[config.mk]
export PLATFORM = sky130hd
export DESIGN_NAME = blpe_ctrl
export DESIGN_NICKNAME = d
export VERILOG_FILES = /design/src/sv/blpe_pkg.sv /design/src/sv/blpe_ctrl.sv
export SDC_FILE = /design/constraint.sdc
export NUM_CORES = 1
export LEC_CHECK = 0
export BUFFER_PORTS_ARGS = -buffer_cell sky130_fd_sc_hd__buf_2
export CORE_AREA = 2 2 39 41
export DETAILED_ROUTE_END_ITERATION = 12
export DIE_AREA = 0 0 41 43
export GPL_TIMING_DRIVEN = 0
export SYNTH_ARGS = -nofsm -noshare
export SYNTH_HDL_FRONTEND = slang
export SYNTH_SLANG_ARGS = --single-unit
export TNS_END_PERCENT = 100
[constraint.sdc]
create_clock -name clock -period 1.4 [get_ports clock]
set_input_delay 0.21 -clock clock [delete_from_list [all_inputs] [get_ports clock]]
set_output_delay 0.21 -clock clock [all_outputs]
set_load 0.02 [all_outputs]
[src/sv/blpe_pkg.sv]
// Shared types and constants for the black level percentile estimator.
package blpe_pkg;

   // Configuration register indexes
   localparam logic CSR_DARK_RATIO  = 1'b0;
   localparam logic CSR_LEVEL_LIMIT = 1'b1;

   // Field widths fixed by the interface
   localparam int PIX_W   = 8;
   localparam int RATIO_W = 16;
   localparam int LEVEL_W = 8;
   localparam int CSR_W   = 16;

   // Register reset values
   localparam logic [RATIO_W-1:0] DARK_RATIO_RESET  = 16'd655;
   localparam logic [LEVEL_W-1:0] LEVEL_LIMIT_RESET = 8'd64;

   // Commands from the controller to the datapath
   typedef struct packed {
      logic accept;   // pixel transfer this cycle
      logic sweep;    // write zero at the bin counter and step it
      logic scan;     // the sweep also reads bins for the percentile scan
      logic capture;  // latch target, start scan sums, clear pixel count
      logic report;   // load the clamped levels into the result registers
   } ctl_cmd_type;

   // Status from the datapath to the controller
   typedef struct packed {
      logic cnt_last; // bin counter is at the last bin
   } ctl_status_type;

endpackage

[src/sv/blpe_ctrl.sv]
// Controller state machine: clearing pass, pixel intake, scan and report.
module blpe_ctrl
   import blpe_pkg::*;
(
   input  logic           clock,
   input  logic           reset,
   input  logic           start,
   input  logic           last_pixel,
   input  ctl_status_type status,
   output logic           busy,
   output ctl_cmd_type    cmd,
   output logic           rsp_valid
);

   typedef enum logic [2:0] {
      ST_CLEAR,
      ST_IDLE,
      ST_DRAIN,
      ST_SCAN,
      ST_FLUSH,
      ST_REPORT
   } state_type;

   state_type state_ff, state_in;
   logic      rsp_valid_ff;

   // Next state and commands
   always_comb begin
      state_in    = state_ff;
      cmd         = '0;
      cmd.accept  = start && (state_ff == ST_IDLE);
      case (state_ff)
         ST_CLEAR: begin
            cmd.sweep = 1'b1;
            if (status.cnt_last) state_in = ST_IDLE;
         end
         ST_IDLE: begin
            if (cmd.accept && last_pixel) state_in = ST_DRAIN;
         end
         ST_DRAIN: begin
            cmd.capture = 1'b1;
            state_in    = ST_SCAN;
         end
         ST_SCAN: begin
            cmd.sweep = 1'b1;
            cmd.scan  = 1'b1;
            if (status.cnt_last) state_in = ST_FLUSH;
         end
         ST_FLUSH: begin
            state_in = ST_REPORT;
         end
         ST_REPORT: begin
            cmd.report = 1'b1;
            state_in   = ST_IDLE;
         end
         default: begin
            state_in = ST_CLEAR;
         end
      endcase
   end

   // State and registered strobe
   always_ff @(posedge clock) begin
      if (reset) begin
         state_ff     <= ST_CLEAR;
         rsp_valid_ff <= 1'b0;
      end else begin
         state_ff     <= state_in;
         rsp_valid_ff <= (state_ff == ST_REPORT);
      end
   end

   assign busy      = (state_ff != ST_IDLE);
   assign rsp_valid = rsp_valid_ff;

endmodule

==> impl_summary.md <==
Status
The flow ran to the end, and the final reports show no timing, DRC or antenna violations.

Timing
The final count of hold timing violations is 0. The clock skew is 0.003258 ns. The worst-margin pin slew is 0.3620 ns. Setup repair after global routing could not meet its margin everywhere.

Based on the critical path, the design can be clocked at up to 0.7375 GHz. The number of endpoints failing setup at the final stage is 0. Measured against its own limit, the worst slew margin works out to 0.7581. The share of the clock period used by the worst path is 0.9685. The final hold slack is 0.1800 ns. The minimum period implied by the final worst setup slack is 1.356 ns.

The number of pins exceeding their max-slew limit in the final report is 0.

Logic synthesis
The netlist area before placement is 221.5 sq um. By area the synthesized netlist is led by dfxtp_1, nor2b_1, a2111oi_1, a32oi_1, and2_1. The synthesized area per cell is 8.202 sq um. The post-synthesis cell type count is 14. The synthesis warning total is 0. The number of enable-type register cells in the synthesized netlist is 0. The part of the Yosys area used for sequential elements is 0.3616. The number of nets in the synthesized netlist is 32.

The number of instances in the synthesized netlist is 27. Sorting the synthesized cells by how often they occur yields dfxtp_1, nor2b_1, nor2_1. In this run, synthesis produced a sequential element count of 4. The biggest area contributor in the post-synthesis netlist is dfxtp_1. The top flip-flop cell by instance count after synthesis is dfxtp_1. For this run, asynchronously set or reset flops after synthesis account for 0.

The share of synthesized area in the top cell type comes to 0.3616.

Setup path
The critical path data arrival time is 1.15 ns. Of all nets on the critical path, the largest fanout is 10. At the worst endpoint, the required time is 1.19 ns. The worst setup path is captured at an output port. The setup path with the least slack is of type flip-flop to output port. The startpoint type of the worst setup path is a flip-flop.

Floorplanning
The number of core rows is 14. The number of primary I/O pins is 12. In this run the vertical extent of the chip is 43 um. The core area is 0.001384 sq mm. The die covers 0.001763 sq mm.

Measured along the x axis, the die boundary spans 41 um. The initial cell density of the core is 0.1600.

Power and ir drop
VDD sags by at most 0.1442 mV. The power density over the cells is 1021 mW/mm^2. The analysis attributes to cell leakage a power of 0.1609 nW.

The total power after layout is 0.3424 mW.

Placement
The total placed cells including tap cells is 54. The wire-length estimate of the detail-placed layout is 391.4 um. The weighted congestion at the end of routability-driven global placement is 0.6429. The number of port buffers is 11.

Detailed routing
The residual DRC count is 0. The average wire per cell in the routed design is 8.982 um. The final antenna-violating net count is 0. After detailed routing, the number of vias per cell comes to 4.316. The final layout contains routed wiring with a total length of 512 um. The initial detailed-routing violation count is 3.

The number of vias after detailed routing is 246. For this run, the detailed router's first-pass iteration total came to 2.

Clocking
The clock slew seen by the registers of the worst setup and hold paths is 0.04 ns. The CTS tree is done. Clock tree synthesis inserted a total of 3 buffers.

Post-CTS timing repair inserted 0 buffers for setup. The number of H-tree levels is 1. The clock reaches the later pin of the worst-skew pair after 0.24 ns.

The library cell used as clock root buffer is clkbuf_4. Counting along the longest clock path gives a buffer depth of 2. The number of hold buffers added after CTS was 0.

CTS saw 4 sinks.

Finish
The area growth from synthesis to layout is 51.41%. The number of antenna cells inserted is 0. In the final layout, the share of cells above drive strength 1 is 0.4634. The number of nets in the layout is 48. The final instance count without filler cells is 57.

Worst hold path
The type of the most critical hold path is primary input to flip-flop.

Global route
Entering global routing, the biggest net connects 11 pins. Across every metal layer, demand over resource in global routing totals 0.07028. The number of antenna violations at the first check in global routing was 0. The number of global-route vias before repair is 237. The global-route wire length before repair is 807 um. The remaining global-route overflow is 0.

Flow run
The reported max-cap violation count is 0.
critical path, cell delays in order, from the launching register on:
cell,delay [ns]
dfxtp_1,0.29
buf_4,0.15
nor2b_2,0.15
and2_1,0.15
buf_2,0.16
stage by stage:
stage                TNS (ns)  setup slack (ns)  area, sq um    util
finish                      0           0.04410        335.3  0.2423
CTS                         0         0.0007820        322.8  0.2333
floorplan                   0           0.09341        221.5       -
global placement            0            0.1881        296.5  0.2143
global route        -0.001470         -0.001470        335.3  0.2423
detailed placement          0            0.1693        296.5  0.2143
cells in the final DEF (no fill, tap or decap):
master,instances
buf_2,10
nor2_1,3
clkbuf_4,3
dfxtp_1,3
buf_4,2
and2_1,2
nor2b_2,2
nor2b_1,2
nor3_1,2
nand2_1,2
a32oi_1,2
a2111oi_1,2
nor2b_4,1
nand2b_1,1
inv_1,1
and2b_1,1
and3_1,1
dfxtp_2,1
flip-flops by register name, summed over array words and instances (netlist names):
signal / flops
rsp_valid: 1
state_ff: 3
path summary, 6_finish.rpt:
| path | from | to | slack [ns] | cells after the start |
|---|---|---|---|---|
| worst max-delay path | state_ff[1] | cmd[0] | 0.04 | 4 |
| worst min-delay path | reset | state_ff[2] | 0.18 | 2 |
| worst max register to register | state_ff[0] | state_ff[0] | 0.32 | 3 |
| worst min register to register | state_ff[1] | state_ff[0] | 0.57 | 2 |
metal layers:
layer	up-vias	track usage	part of all wire
met2	7	0.1156	0.55
met1	115	0.05788	0.37
met5	-	0	0
met3	2	0	0.051
met4	0	0.1000	0.029
li1	122	-	-
repair_timing:
| action | in CTS | in global routing |
|---|---|---|
| resized for setup | 2 | 5 |
| setup endpoints to repair | 3 | 4 |
| pin swaps | 0 | 1 |
cell families after synthesis:
group,share of synthesized area
simple gates,0.4294
flops,0.3616
compound gates,0.1695
buf+inv,0.03951
power breakdown:
part,switching (mW),leakage [nW],internal (mW),total [mW]
Sequential,0.00682,0.0328,0.120,0.127
Clock,0.0495,0.0138,0.0960,0.146
Combinational,0.0380,0.114,0.0321,0.0701
Total,0.0943,0.161,0.248,0.342
cell type report:
| cell class | count | area, sq um |
|---|---|---|
| Fill cell | 164 | 1049 |
| Multi-Input combinational cell | 21 | 142.6 |
| Sequential cell | 4 | 81.33 |
| Timing Repair Buffer | 11 | 57.56 |
| Clock buffer | 3 | 22.52 |
| Tap cell | 16 | 20.02 |
| Buffer | 1 | 7.507 |
| Inverter | 1 | 3.754 |
Note: power is estimated with default switching activity, not from simulation.
